<file path="src/hw/rtl/abfr_pkg.sv">
package abfr_pkg;

    localparam int ADDR_WIDTH_DEF = 64;
    localparam int DATA_W         = 64;
    localparam int QUEUE_DEPTH    = 2;

    // item kinds
    localparam logic [2:0] KIND_OTHER = 3'd0;
    localparam logic [2:0] KIND_ADD   = 3'd1;
    localparam logic [2:0] KIND_LDST  = 3'd2;
    localparam logic [2:0] KIND_ADRP  = 3'd3;
    localparam logic [2:0] KIND_B     = 3'd4;
    localparam logic [2:0] KIND_BCOND = 3'd5;
    localparam logic [2:0] KIND_BL    = 3'd6;
    localparam logic [2:0] KIND_DATA  = 3'd7;

    // operand modifier combinations (bit0 got, bit1 page, bit2 pageoff)
    localparam logic [2:0] MOD_NONE        = 3'd0;
    localparam logic [2:0] MOD_GOT         = 3'd1;
    localparam logic [2:0] MOD_PAGE        = 3'd2;
    localparam logic [2:0] MOD_GOT_PAGE    = 3'd3;
    localparam logic [2:0] MOD_PAGEOFF     = 3'd4;
    localparam logic [2:0] MOD_GOT_PAGEOFF = 3'd5;

    // relocation types
    localparam logic [2:0] RT_PCREL_HI = 3'd0;
    localparam logic [2:0] RT_PCREL_LO = 3'd1;
    localparam logic [2:0] RT_GOT_HI   = 3'd2;
    localparam logic [2:0] RT_GOT_LO   = 3'd3;
    localparam logic [2:0] RT_CALL     = 3'd4;
    localparam logic [2:0] RT_ABS64    = 3'd5;

    // branch encoding
    localparam logic [31:0] B_WORD_KEEP     = 32'hfc00_0000;
    localparam logic [31:0] BCOND_WORD_KEEP = 32'hff00_001f;
    localparam int          B_RANGE_BIT     = 27;
    localparam int          BCOND_RANGE_BIT = 20;

    typedef struct packed {
        logic                     rvalid;
        logic [2:0]               rtype;
        logic [DATA_W-1:0]        sec_off;
        logic signed [DATA_W-1:0] addend;
        logic                     is_branch;
        logic                     is_b;
        logic [DATA_W-1:0]        target;
        logic [DATA_W-1:0]        addr;
        logic [31:0]              word;
    } entry_t;

endpackage

</file>
<file path="src/hw/rtl/abfr_if.sv">
interface abfr_item_if;
    logic               valid;
    logic               ready;
    logic [2:0]         kind;
    logic               first_of_section;
    logic [63:0]        item_address;
    logic [31:0]        insn_word;
    logic               operand_ok;
    logic               has_label;
    logic [63:0]        label_address;
    logic [2:0]         modifier;
    logic signed [63:0] expr_offset;

    modport source
    (
        output valid, kind, first_of_section, item_address, insn_word, operand_ok,
               has_label, label_address, modifier, expr_offset,
        input  ready
    );
    modport sink
    (
        input  valid, kind, first_of_section, item_address, insn_word, operand_ok,
               has_label, label_address, modifier, expr_offset,
        output ready
    );
endinterface

interface abfr_result_if;
    logic               valid;
    logic               ready;
    logic               reloc_valid;
    logic [2:0]         reloc_type;
    logic [63:0]        reloc_section_offset;
    logic signed [63:0] reloc_addend;
    logic               patch_valid;
    logic [31:0]        patched_word;
    logic               range_error;

    modport source
    (
        output valid, reloc_valid, reloc_type, reloc_section_offset, reloc_addend,
               patch_valid, patched_word, range_error,
        input  ready
    );
    modport sink
    (
        input  valid, reloc_valid, reloc_type, reloc_section_offset, reloc_addend,
               patch_valid, patched_word, range_error,
        output ready
    );
endinterface

</file>
<file path="src/hw/rtl/abfr_front.sv">
module abfr_front #(
    parameter int ADDR_WIDTH = abfr_pkg::ADDR_WIDTH_DEF
) (
    input  logic               clk,
    input  logic               rst_n,
    abfr_item_if.sink          item_in,
    output logic               push_valid,
    input  logic               push_ready,
    output abfr_pkg::entry_t   push_entry
);

    logic [ADDR_WIDTH-1:0] sec_start_reg;
    logic [ADDR_WIDTH-1:0] sec_start_next;
    logic [ADDR_WIDTH-1:0] addr;
    logic [ADDR_WIDTH-1:0] sec_off;
    logic [ADDR_WIDTH-1:0] label_term;
    logic [ADDR_WIDTH-1:0] target;
    logic                  accept;
    logic                  rvalid;
    logic [2:0]            rtype;
    logic                  is_branch;

    assign item_in.ready = push_ready;
    assign push_valid    = item_in.valid;
    assign accept        = item_in.valid & push_ready;

    assign addr           = item_in.item_address[ADDR_WIDTH-1:0];
    // the first item of a section already sees its own start
    assign sec_start_next = item_in.first_of_section ? addr : sec_start_reg;
    assign sec_off        = addr - sec_start_next;
    assign label_term     = item_in.has_label ? item_in.label_address[ADDR_WIDTH-1:0]
                                              : '0;
    assign target         = item_in.expr_offset[ADDR_WIDTH-1:0] + label_term;

    always_comb
    begin
        rvalid    = 1'b0;
        rtype     = abfr_pkg::RT_PCREL_HI;
        is_branch = 1'b0;
        case (item_in.kind)
            abfr_pkg::KIND_ADD:
            begin
                if (item_in.modifier == abfr_pkg::MOD_PAGEOFF)
                begin
                    rvalid = item_in.has_label;
                    rtype  = abfr_pkg::RT_PCREL_LO;
                end
                else if (item_in.modifier == abfr_pkg::MOD_GOT_PAGEOFF)
                begin
                    rvalid = item_in.has_label;
                    rtype  = abfr_pkg::RT_GOT_LO;
                end
            end
            abfr_pkg::KIND_LDST:
            begin
                if (item_in.modifier == abfr_pkg::MOD_GOT)
                begin
                    rvalid = item_in.has_label;
                    rtype  = abfr_pkg::RT_GOT_HI;
                end
                else if (item_in.modifier == abfr_pkg::MOD_GOT_PAGEOFF)
                begin
                    rvalid = item_in.has_label;
                    rtype  = abfr_pkg::RT_GOT_LO;
                end
            end
            abfr_pkg::KIND_ADRP:
            begin
                if (item_in.modifier == abfr_pkg::MOD_NONE ||
                    item_in.modifier == abfr_pkg::MOD_PAGE)
                begin
                    rvalid = item_in.has_label;
                    rtype  = abfr_pkg::RT_PCREL_HI;
                end
                else if (item_in.modifier == abfr_pkg::MOD_GOT_PAGE)
                begin
                    rvalid = item_in.has_label;
                    rtype  = abfr_pkg::RT_GOT_HI;
                end
            end
            abfr_pkg::KIND_B,
            abfr_pkg::KIND_BCOND:
            begin
                is_branch = 1'b1;
            end
            abfr_pkg::KIND_BL:
            begin
                rvalid = item_in.has_label;
                rtype  = abfr_pkg::RT_CALL;
            end
            abfr_pkg::KIND_DATA:
            begin
                rvalid = item_in.has_label;
                rtype  = abfr_pkg::RT_ABS64;
            end
            default:
            begin
                rvalid    = 1'b0;
                is_branch = 1'b0;
            end
        endcase
    end

    // drop the record and the patch when the operand form is wrong; zero record fields with no record
    always_comb
    begin
        push_entry.rvalid    = rvalid & item_in.operand_ok;
        push_entry.rtype     = push_entry.rvalid ? rtype : abfr_pkg::RT_PCREL_HI;
        push_entry.sec_off   = push_entry.rvalid ? abfr_pkg::DATA_W'(sec_off) : '0;
        push_entry.addend    = push_entry.rvalid ? item_in.expr_offset : '0;
        push_entry.is_branch = is_branch & item_in.operand_ok;
        push_entry.is_b      = (item_in.kind == abfr_pkg::KIND_B);
        push_entry.target    = abfr_pkg::DATA_W'(target);
        push_entry.addr      = abfr_pkg::DATA_W'(addr);
        push_entry.word      = item_in.insn_word;
    end

    always_ff @(posedge clk or negedge rst_n)
    begin
        if (!rst_n)
        begin
            sec_start_reg <= '0;
        end
        else if (accept)
        begin
            sec_start_reg <= sec_start_next;
        end
    end

endmodule

</file>
<file path="src/hw/rtl/abfr_queue.sv">
module abfr_queue (
    input  logic               clk,
    input  logic               rst_n,
    input  logic               push_valid,
    output logic               push_ready,
    input  abfr_pkg::entry_t   push_entry,
    output logic               pop_valid,
    input  logic               pop_ready,
    output abfr_pkg::entry_t   pop_entry
);

    localparam int PTR_W = (abfr_pkg::QUEUE_DEPTH > 1) ? $clog2(abfr_pkg::QUEUE_DEPTH) : 1;
    localparam int CNT_W = $clog2(abfr_pkg::QUEUE_DEPTH + 1);
    localparam logic [CNT_W-1:0] FULL_CNT = CNT_W'(abfr_pkg::QUEUE_DEPTH);
    localparam logic [PTR_W-1:0] LAST_PTR = PTR_W'(abfr_pkg::QUEUE_DEPTH - 1);

    abfr_pkg::entry_t   mem_reg [abfr_pkg::QUEUE_DEPTH];
    logic [PTR_W-1:0]   wr_ptr_reg;
    logic [PTR_W-1:0]   wr_ptr_next;
    logic [PTR_W-1:0]   rd_ptr_reg;
    logic [PTR_W-1:0]   rd_ptr_next;
    logic [CNT_W-1:0]   count_reg;
    logic [CNT_W-1:0]   count_next;
    logic               push;
    logic               pop;

    assign push_ready = (count_reg != FULL_CNT);
    assign pop_valid  = (count_reg != '0);
    assign pop_entry  = mem_reg[rd_ptr_reg];
    assign push       = push_valid & push_ready;
    assign pop        = pop_valid & pop_ready;

    always_comb
    begin
        wr_ptr_next = wr_ptr_reg;
        rd_ptr_next = rd_ptr_reg;
        count_next  = count_reg;
        if (push)
        begin
            wr_ptr_next = (wr_ptr_reg == LAST_PTR) ? '0 : wr_ptr_reg + 1'b1;
        end
        if (pop)
        begin
            rd_ptr_next = (rd_ptr_reg == LAST_PTR) ? '0 : rd_ptr_reg + 1'b1;
        end
        if (push && !pop)
        begin
            count_next = count_reg + 1'b1;
        end
        else if (pop && !push)
        begin
            count_next = count_reg - 1'b1;
        end
    end

    always_ff @(posedge clk or negedge rst_n)
    begin
        if (!rst_n)
        begin
            wr_ptr_reg <= '0;
            rd_ptr_reg <= '0;
            count_reg  <= '0;
        end
        else
        begin
            wr_ptr_reg <= wr_ptr_next;
            rd_ptr_reg <= rd_ptr_next;
            count_reg  <= count_next;
        end
    end

    always_ff @(posedge clk)
    begin
        if (push)
        begin
            mem_reg[wr_ptr_reg] <= push_entry;
        end
    end

endmodule

</file>
<file path="src/hw/rtl/abfr_back.sv">
module abfr_back #(
    parameter int ADDR_WIDTH = abfr_pkg::ADDR_WIDTH_DEF
) (
    input  logic               clk,
    input  logic               rst_n,
    input  logic               pop_valid,
    output logic               pop_ready,
    input  abfr_pkg::entry_t   pop_entry,
    abfr_result_if.source      result_out
);

    logic [ADDR_WIDTH-1:0] off;
    logic                  b_fits;
    logic                  bcond_fits;
    logic                  aligned;
    logic                  in_range;
    logic                  pvalid;
    logic                  rerr;
    logic [31:0]           b_word;
    logic [31:0]           bcond_word;
    logic [31:0]           pword;
    logic                  take;

    logic                  out_valid_reg;
    logic                  reloc_valid_reg;
    logic [2:0]            reloc_type_reg;
    logic [63:0]           sec_off_reg;
    logic signed [63:0]    addend_reg;
    logic                  patch_valid_reg;
    logic [31:0]           word_reg;
    logic                  rerr_reg;

    assign off = pop_entry.target[ADDR_WIDTH-1:0] - pop_entry.addr[ADDR_WIDTH-1:0];

    // signed fit: all bits from the range bit upward equal the sign
    assign b_fits     = (&off[ADDR_WIDTH-1:abfr_pkg::B_RANGE_BIT]) |
                        ~(|off[ADDR_WIDTH-1:abfr_pkg::B_RANGE_BIT]);
    assign bcond_fits = (&off[ADDR_WIDTH-1:abfr_pkg::BCOND_RANGE_BIT]) |
                        ~(|off[ADDR_WIDTH-1:abfr_pkg::BCOND_RANGE_BIT]);
    assign aligned    = (off[1:0] == 2'b00);
    assign in_range   = (pop_entry.is_b ? b_fits : bcond_fits) & aligned;
    assign pvalid     = pop_entry.is_branch & in_range;
    assign rerr       = pop_entry.is_branch & ~in_range;

    assign b_word     = (pop_entry.word & abfr_pkg::B_WORD_KEEP) |
                        {6'b0, off[abfr_pkg::B_RANGE_BIT:2]};
    assign bcond_word = (pop_entry.word & abfr_pkg::BCOND_WORD_KEEP) |
                        {8'b0, off[abfr_pkg::BCOND_RANGE_BIT:0], 3'b0};
    assign pword      = !pvalid          ? pop_entry.word :
                        pop_entry.is_b   ? b_word : bcond_word;

    // advance when the output register is empty or being drained
    assign pop_ready = !out_valid_reg || result_out.ready;
    assign take      = pop_valid & pop_ready;

    always_ff @(posedge clk or negedge rst_n)
    begin
        if (!rst_n)
        begin
            out_valid_reg <= 1'b0;
        end
        else if (pop_ready)
        begin
            out_valid_reg <= pop_valid;
        end
    end

    always_ff @(posedge clk)
    begin
        if (take)
        begin
            reloc_valid_reg <= pop_entry.rvalid;
            reloc_type_reg  <= pop_entry.rtype;
            sec_off_reg     <= pop_entry.sec_off;
            addend_reg      <= pop_entry.addend;
            patch_valid_reg <= pvalid;
            word_reg        <= pword;
            rerr_reg        <= rerr;
        end
    end

    assign result_out.valid                = out_valid_reg;
    assign result_out.reloc_valid          = reloc_valid_reg;
    assign result_out.reloc_type           = reloc_type_reg;
    assign result_out.reloc_section_offset = sec_off_reg;
    assign result_out.reloc_addend         = addend_reg;
    assign result_out.patch_valid          = patch_valid_reg;
    assign result_out.patched_word         = word_reg;
    assign result_out.range_error          = rerr_reg;

endmodule

</file>
<file path="src/hw/rtl/aarch64_branch_fixup_and_reloc_top.sv">
// An accepted request is written to a queue entry, then registered at the output as its result.
// One request per cycle unless the queue is full; the classify path does the section offset and
// target add, the fixup path does the branch offset subtract, range check and patch.
// A two-entry queue between them and the output register let either side stall alone.
// Reset (rst_n low, async) empties the queue and output register and zeroes section start.
module aarch64_branch_fixup_and_reloc_top #(
    parameter int ADDR_WIDTH = abfr_pkg::ADDR_WIDTH_DEF
) (
    input  logic           clk,
    input  logic           rst_n,
    abfr_item_if.sink      item_in,
    abfr_result_if.source  result_out
);

    logic               push_valid;
    logic               push_ready;
    abfr_pkg::entry_t   push_entry;
    logic               pop_valid;
    logic               pop_ready;
    abfr_pkg::entry_t   pop_entry;

    abfr_front #(
        .ADDR_WIDTH (ADDR_WIDTH)
    ) u_front (
        .clk        (clk),
        .rst_n      (rst_n),
        .item_in    (item_in),
        .push_valid (push_valid),
        .push_ready (push_ready),
        .push_entry (push_entry)
    );

    abfr_queue u_queue (
        .clk        (clk),
        .rst_n      (rst_n),
        .push_valid (push_valid),
        .push_ready (push_ready),
        .push_entry (push_entry),
        .pop_valid  (pop_valid),
        .pop_ready  (pop_ready),
        .pop_entry  (pop_entry)
    );

    abfr_back #(
        .ADDR_WIDTH (ADDR_WIDTH)
    ) u_back (
        .clk        (clk),
        .rst_n      (rst_n),
        .pop_valid  (pop_valid),
        .pop_ready  (pop_ready),
        .pop_entry  (pop_entry),
        .result_out (result_out)
    );

endmodule

</file>
<file path="src/flat_wrapper.sv">
// flat-port wrapper written by rule: the top's interface ports become plain ports
module aarch64_branch_fixup_and_reloc_top_flat 
#(
    parameter int ADDR_WIDTH = abfr_pkg::ADDR_WIDTH_DEF
)
  (clk, rst_n, item_in_valid, item_in_kind, item_in_first_of_section, item_in_item_address, item_in_insn_word, item_in_operand_ok, item_in_has_label, item_in_label_address, item_in_modifier, item_in_expr_offset, item_in_ready, result_out_valid, result_out_reloc_valid, result_out_reloc_type, result_out_reloc_section_offset, result_out_reloc_addend, result_out_patch_valid, result_out_patched_word, result_out_range_error, result_out_ready);
  abfr_item_if item_in_i ();
  abfr_result_if result_out_i ();
  input  logic clk;
  input  logic rst_n;
  input wire logic [$bits(item_in_i.valid)-1:0] item_in_valid;
  input wire logic [$bits(item_in_i.kind)-1:0] item_in_kind;
  input wire logic [$bits(item_in_i.first_of_section)-1:0] item_in_first_of_section;
  input wire logic [$bits(item_in_i.item_address)-1:0] item_in_item_address;
  input wire logic [$bits(item_in_i.insn_word)-1:0] item_in_insn_word;
  input wire logic [$bits(item_in_i.operand_ok)-1:0] item_in_operand_ok;
  input wire logic [$bits(item_in_i.has_label)-1:0] item_in_has_label;
  input wire logic [$bits(item_in_i.label_address)-1:0] item_in_label_address;
  input wire logic [$bits(item_in_i.modifier)-1:0] item_in_modifier;
  input wire logic [$bits(item_in_i.expr_offset)-1:0] item_in_expr_offset;
  output wire logic [$bits(item_in_i.ready)-1:0] item_in_ready;
  output wire logic [$bits(result_out_i.valid)-1:0] result_out_valid;
  output wire logic [$bits(result_out_i.reloc_valid)-1:0] result_out_reloc_valid;
  output wire logic [$bits(result_out_i.reloc_type)-1:0] result_out_reloc_type;
  output wire logic [$bits(result_out_i.reloc_section_offset)-1:0] result_out_reloc_section_offset;
  output wire logic [$bits(result_out_i.reloc_addend)-1:0] result_out_reloc_addend;
  output wire logic [$bits(result_out_i.patch_valid)-1:0] result_out_patch_valid;
  output wire logic [$bits(result_out_i.patched_word)-1:0] result_out_patched_word;
  output wire logic [$bits(result_out_i.range_error)-1:0] result_out_range_error;
  input wire logic [$bits(result_out_i.ready)-1:0] result_out_ready;
  assign item_in_i.valid = item_in_valid;
  assign item_in_i.kind = item_in_kind;
  assign item_in_i.first_of_section = item_in_first_of_section;
  assign item_in_i.item_address = item_in_item_address;
  assign item_in_i.insn_word = item_in_insn_word;
  assign item_in_i.operand_ok = item_in_operand_ok;
  assign item_in_i.has_label = item_in_has_label;
  assign item_in_i.label_address = item_in_label_address;
  assign item_in_i.modifier = item_in_modifier;
  assign item_in_i.expr_offset = item_in_expr_offset;
  assign item_in_ready = item_in_i.ready;
  assign result_out_valid = result_out_i.valid;
  assign result_out_reloc_valid = result_out_i.reloc_valid;
  assign result_out_reloc_type = result_out_i.reloc_type;
  assign result_out_reloc_section_offset = result_out_i.reloc_section_offset;
  assign result_out_reloc_addend = result_out_i.reloc_addend;
  assign result_out_patch_valid = result_out_i.patch_valid;
  assign result_out_patched_word = result_out_i.patched_word;
  assign result_out_range_error = result_out_i.range_error;
  assign result_out_i.ready = result_out_ready;
  aarch64_branch_fixup_and_reloc_top #(.ADDR_WIDTH(ADDR_WIDTH)) u_core (.clk(clk), .rst_n(rst_n), .item_in(item_in_i), .result_out(result_out_i));
endmodule
</file>
<file path="config.mk">
export PLATFORM = sky130hd
export DESIGN_NAME = aarch64_branch_fixup_and_reloc_top_flat
export DESIGN_NICKNAME = d
export VERILOG_FILES = /design/src/hw/rtl/abfr_pkg.sv /design/src/hw/rtl/abfr_if.sv /design/src/hw/rtl/abfr_front.sv /design/src/hw/rtl/abfr_queue.sv /design/src/hw/rtl/abfr_back.sv /design/src/hw/rtl/aarch64_branch_fixup_and_reloc_top.sv /design/src/flat_wrapper.sv
export SDC_FILE = /design/constraint.sdc
export NUM_CORES = 1
export LEC_CHECK = 0
export ABC_AREA = 1
export BUFFER_PORTS_ARGS = -buffer_cell sky130_fd_sc_hd__buf_2
export CAP_MARGIN = 5
export CORE_ASPECT_RATIO = 1.25
export CORE_UTILIZATION = 46
export CTS_BUF_LIST = sky130_fd_sc_hd__clkbuf_4 sky130_fd_sc_hd__clkbuf_8 sky130_fd_sc_hd__clkbuf_16
export CTS_CLUSTER_DIAMETER = 100
export CTS_CLUSTER_SIZE = 16
export DETAILED_ROUTE_END_ITERATION = 7
export PLACE_DENSITY = 0.72
export RECOVER_POWER = 50
export SYNTH_ARGS = -nofsm -noshare
export SYNTH_HDL_FRONTEND = slang
export SYNTH_SLANG_ARGS = --single-unit
</file>
<file path="constraint.sdc">
create_clock -name clk -period 14.8 [get_ports clk]
set_input_delay 2.22 -clock clk [delete_from_list [all_inputs] [get_ports clk]]
set_output_delay 2.22 -clock clk [all_outputs]
set_load 0.02 [all_outputs]
</file>
==> flow_metrics.env <==
export IMPL_fmax_mhz=100
export IMPL_leakage_nw=23.8
export IMPL_via_per_inst=5.26
export IMPL_die_area_um2=102000
export IMPL_crit_buf_inv=5
export IMPL_arrival_ns=10.39
export IMPL_worstReg2RegStart="u_core.u_queue.rd_ptr_reg$_DFFE_PN0P_"
export IMPL_wirelength_mm=149
export IMPL_post_cts_buffers=0
export IMPL_vias=37600
export IMPL_outcome="finished with violations"
export IMPL_synth_area_um2=46300
export IMPL_postSynthAreaPerCell_um2=8.59
export IMPL_dp_slack_ns=8.08
export IMPL_critical_path_class="reg -> reg"
export IMPL_grt_pass1_wl_mm=219
export IMPL_yosys_cell_types_count=53
export IMPL_syn_inst=5393
export IMPL_period_minus_slack_ns=9.96
export IMPL_worst_slew_pin_slew_ns=4.66
export IMPL_largest_reg_flops=588
export IMPL_switching_share_pct=48.0
export IMPL_hp_start="u_core.u_queue.count_reg[0]$_DFFE_PN0P_"
export IMPL_cts_resized=0
export IMPL_final_hold_viol_count=0
export IMPL_place_congestion=0.977
export IMPL_yosys_warnings=0
export IMPL_maxSlewViolCount=478
export IMPL_ant_nets=0
export IMPL_pwr_share_clk_pct=14.5
export IMPL_routedWlPerCell_um=20.8
export IMPL_die_h_um=357
export IMPL_drc=0
export IMPL_relSlewSlack_pct=-211
export IMPL_ctsRootBufferMaster="clkbuf_16"
export IMPL_grt_start_max_net_pins=142
export IMPL_synthFlopType="edfxtp_1"
export IMPL_synth_sequential_area_ratio_pct=52.6
export IMPL_layout_setup_ws_ns=4.84
export IMPL_cts_tree="built"
export IMPL_cp_top_family="buffers and inverters"
export IMPL_final_cells=7155
export IMPL_clk_pin_slew_ns=0.08
export IMPL_cts_buffer_depth=3
export IMPL_cp_depth=25
export IMPL_initial_utilization_pct=46.6
export IMPL_syn2layout_area_growth_pct=11.1
export IMPL_htree_levels=2
export IMPL_p_per_area_nw_per_um2=226
export IMPL_row_count=129
export IMPL_seqPwrFrac_pct=31.9
export IMPL_core_area_um2=99400
export IMPL_antenna_found_initial=37
export IMPL_violations="capacitance limit, slew limit"
export IMPL_max_stage_delay_ns=3.12
export IMPL_drv_cap=11
export IMPL_io_buffers=404
export IMPL_grt_overflow_total=0
export IMPL_cp_common_cell="nand2_1"
export IMPL_fin_nets=6208
export IMPL_cts_hold_buf=0
export IMPL_vdd_ir_drop_max_mv=0.147
export IMPL_period_share_pct=67.3
export IMPL_hold_path_class="reg -> reg"
export IMPL_drive_gt1_share_pct=6.00
export IMPL_setup_viol=0
export IMPL_startpoint_type="flip-flop"
export IMPL_synth_edff_count=754
export IMPL_crit_path_end_kind="flip-flop"
export IMPL_setup_tns_ns=0
export IMPL_drt_first_iter_violations=3219
export IMPL_synthArstFlopShare_pct=8.38
export IMPL_startpoint="u_core.u_queue.rd_ptr_reg$_DFFE_PN0P_"
export IMPL_clk_latency_ns=0.68
export IMPL_ys_ff_latch=823
export IMPL_slowest_stage="clkbuf_1"
export IMPL_netSwitchingPower_w=0.00559
export IMPL_synth_top_area_share_pct=48.9
export IMPL_grt_setup_unrepaired="false"
export IMPL_crit_required_ns=15.23
export IMPL_finalClockSkew_ns=0.0358
export IMPL_firstDrtPassIters=6
export IMPL_path_max_fanout=122
export IMPL_dp_cells=7027
export IMPL_r2r_cells=25
export IMPL_yosys_top_cells_area="edfxtp_1, nand2_1, inv_1"
export IMPL_comb_power_share_pct=53.6
export IMPL_min_path_cells=1
export IMPL_grt_total_usage_pct=28.6
export IMPL_synth_nets=5823
export IMPL_pin_count=405
export IMPL_cts_buffers=59
export IMPL_die_w_um=286
export IMPL_fillerInstances=9645
export IMPL_clock_sinks=823
export IMPL_dp_hpwl_mm=115
export IMPL_synth_largest_area_cell="edfxtp_1"
export IMPL_p_int_w=0.00606
export IMPL_grt_pass1_vias=36400
[synth_stat cells, types with 4 or more instances]
cell type and instances:
buf_2 5, nor4_1 6, xor2_1 63, buf_1 20, xnor2_1 53, inv_1 781, dfrtp_1 69, clkbuf_1 80
nor3_2 4, ha_1 190, nor2_1 470, nor3_1 28, o21ai_1 8, o21a_1 27, or2_2 4, a21boi_0 10
nand2_2 10, nand3_1 146, inv_2 12, nand3b_1 4, edfxtp_1 754, o21ai_0 187, a21o_1 5, nor2_2 19
a31oi_1 67, clkinv_1 4, mux2i_1 138, o211ai_1 5, nand3_2 6, nand2_1 1870, o221ai_1 6, a41oi_1 5
o2111ai_1 4, o21bai_1 8, a21oi_1 266, nand4_1 29
[per-layer routing]
metal	global-route usage [%]	up-vias	wire, um	share of wire (%)
met1	35.8	17700	60000	40
met3	4.27	257	9520	6.4
met4	11.0	36	5430	3.7
met2	49.9	1234	73700	50
met5	0	-	219	0.15
li1	-	18300	-	-
[area by class of cell]
class	count	area [um^2]	area share, %
multi-input cells	3666	18600	36.1
flip-flops and latches	823	24400	47.3
inverters	797	3000	5.84
diodes	16	40.0	0.0778
repair buffers	431	1890	3.67
clock inverters	5	66.3	0.129
clock buffers	107	1870	3.64
well taps	1310	1640	3.18
[metrics by stage]
| step | utilization, % | total power, W | cell area (um^2) | hold slack, ns |
|---|---|---|---|---|
| detailed placement | 50.2 | 0.00998 | 49900 | 0.464 |
| CTS | 52.1 | 0.0117 | 51800 | 0.478 |
| global placement | 50.2 | 0.00993 | 49900 | 0.459 |
| global route | 51.8 | 0.0124 | 51500 | 0.507 |
| floorplan | - | 0.00802 | 46400 | 0.446 |
| finish | 51.8 | 0.0116 | 51500 | 0.477 |
[placed cells by master, fill, tap and decap left out, types with 7 or more instances in the layout]
cell / n
a31oi_1: 67
clkbuf_4: 46
buf_2: 152
a21oi_1: 265
nand3_1: 146
nor3_1: 28
dfrtp_1: 69
o21ai_0: 187
inv_2: 11
buf_4: 17
ha_1: 190
o21ai_1: 7
o21bai_1: 8
nand4_1: 29
o21a_1: 27
nor2_1: 470
nand2_2: 10
clkbuf_1: 261
inv_1: 781
mux2i_1: 138
nor2_2: 19
xnor2_1: 53
diode_2: 16
a21boi_0: 10
clkbuf_16: 61
nand2_1: 1870
edfxtp_1: 754
xor2_1: 63
[worst paths after layout]
| kind | endpoint | slack [ns] |
|---|---|---|
| worst min register to register | u_core.u_queue.count_reg[0]$_DFFE_PN0P_ | 0.48 |
| max in group asynchronous | u_core.u_front.sec_start_reg[18]$_DFFE_PN0P_ | 9.15 |
| min in group asynchronous | u_core.u_front.sec_start_reg[55]$_DFFE_PN0P_ | 1.71 |
| worst min-delay path | u_core.u_queue.count_reg[0]$_DFFE_PN0P_ | 0.48 |
| worst max register to register | u_core.u_back.result_out.patched_word[13]$_DFFE_PP_ | 4.84 |
| worst max-delay path | u_core.u_back.result_out.patched_word[13]$_DFFE_PP_ | 4.84 |
[cells by family (layout without fill, tap and decap cells)]
logic type | after synthesis | after routing | synth area share, %
buffers and inverters | 904 | 1340 | 7.38
multiplexers | 138 | 138 | 2.98
other | 0 | 16 | 0
flip-flops | 823 | 823 | 52.6
XOR/XNOR | 116 | 116 | 2.19
adder cells (fa/ha/maj) | 193 | 193 | 5.26
AND/OR/NAND/NOR | 2608 | 2608 | 22.3
AO/OA/AOI/OAI | 611 | 611 | 7.31
[power by group through the flow]
stage	Sequential, W	Clock (W)	Combinational, W
floorplan	0.00419	0	0.00383
global placement	0.00372	0	0.00621
detailed placement	0.00374	0	0.00624
CTS	0.00370	0.00171	0.00626
global route	0.00377	0.00179	0.00687
finish	0.00371	0.00169	0.00625
Note: power is estimated with default switching activity, not from simulation.
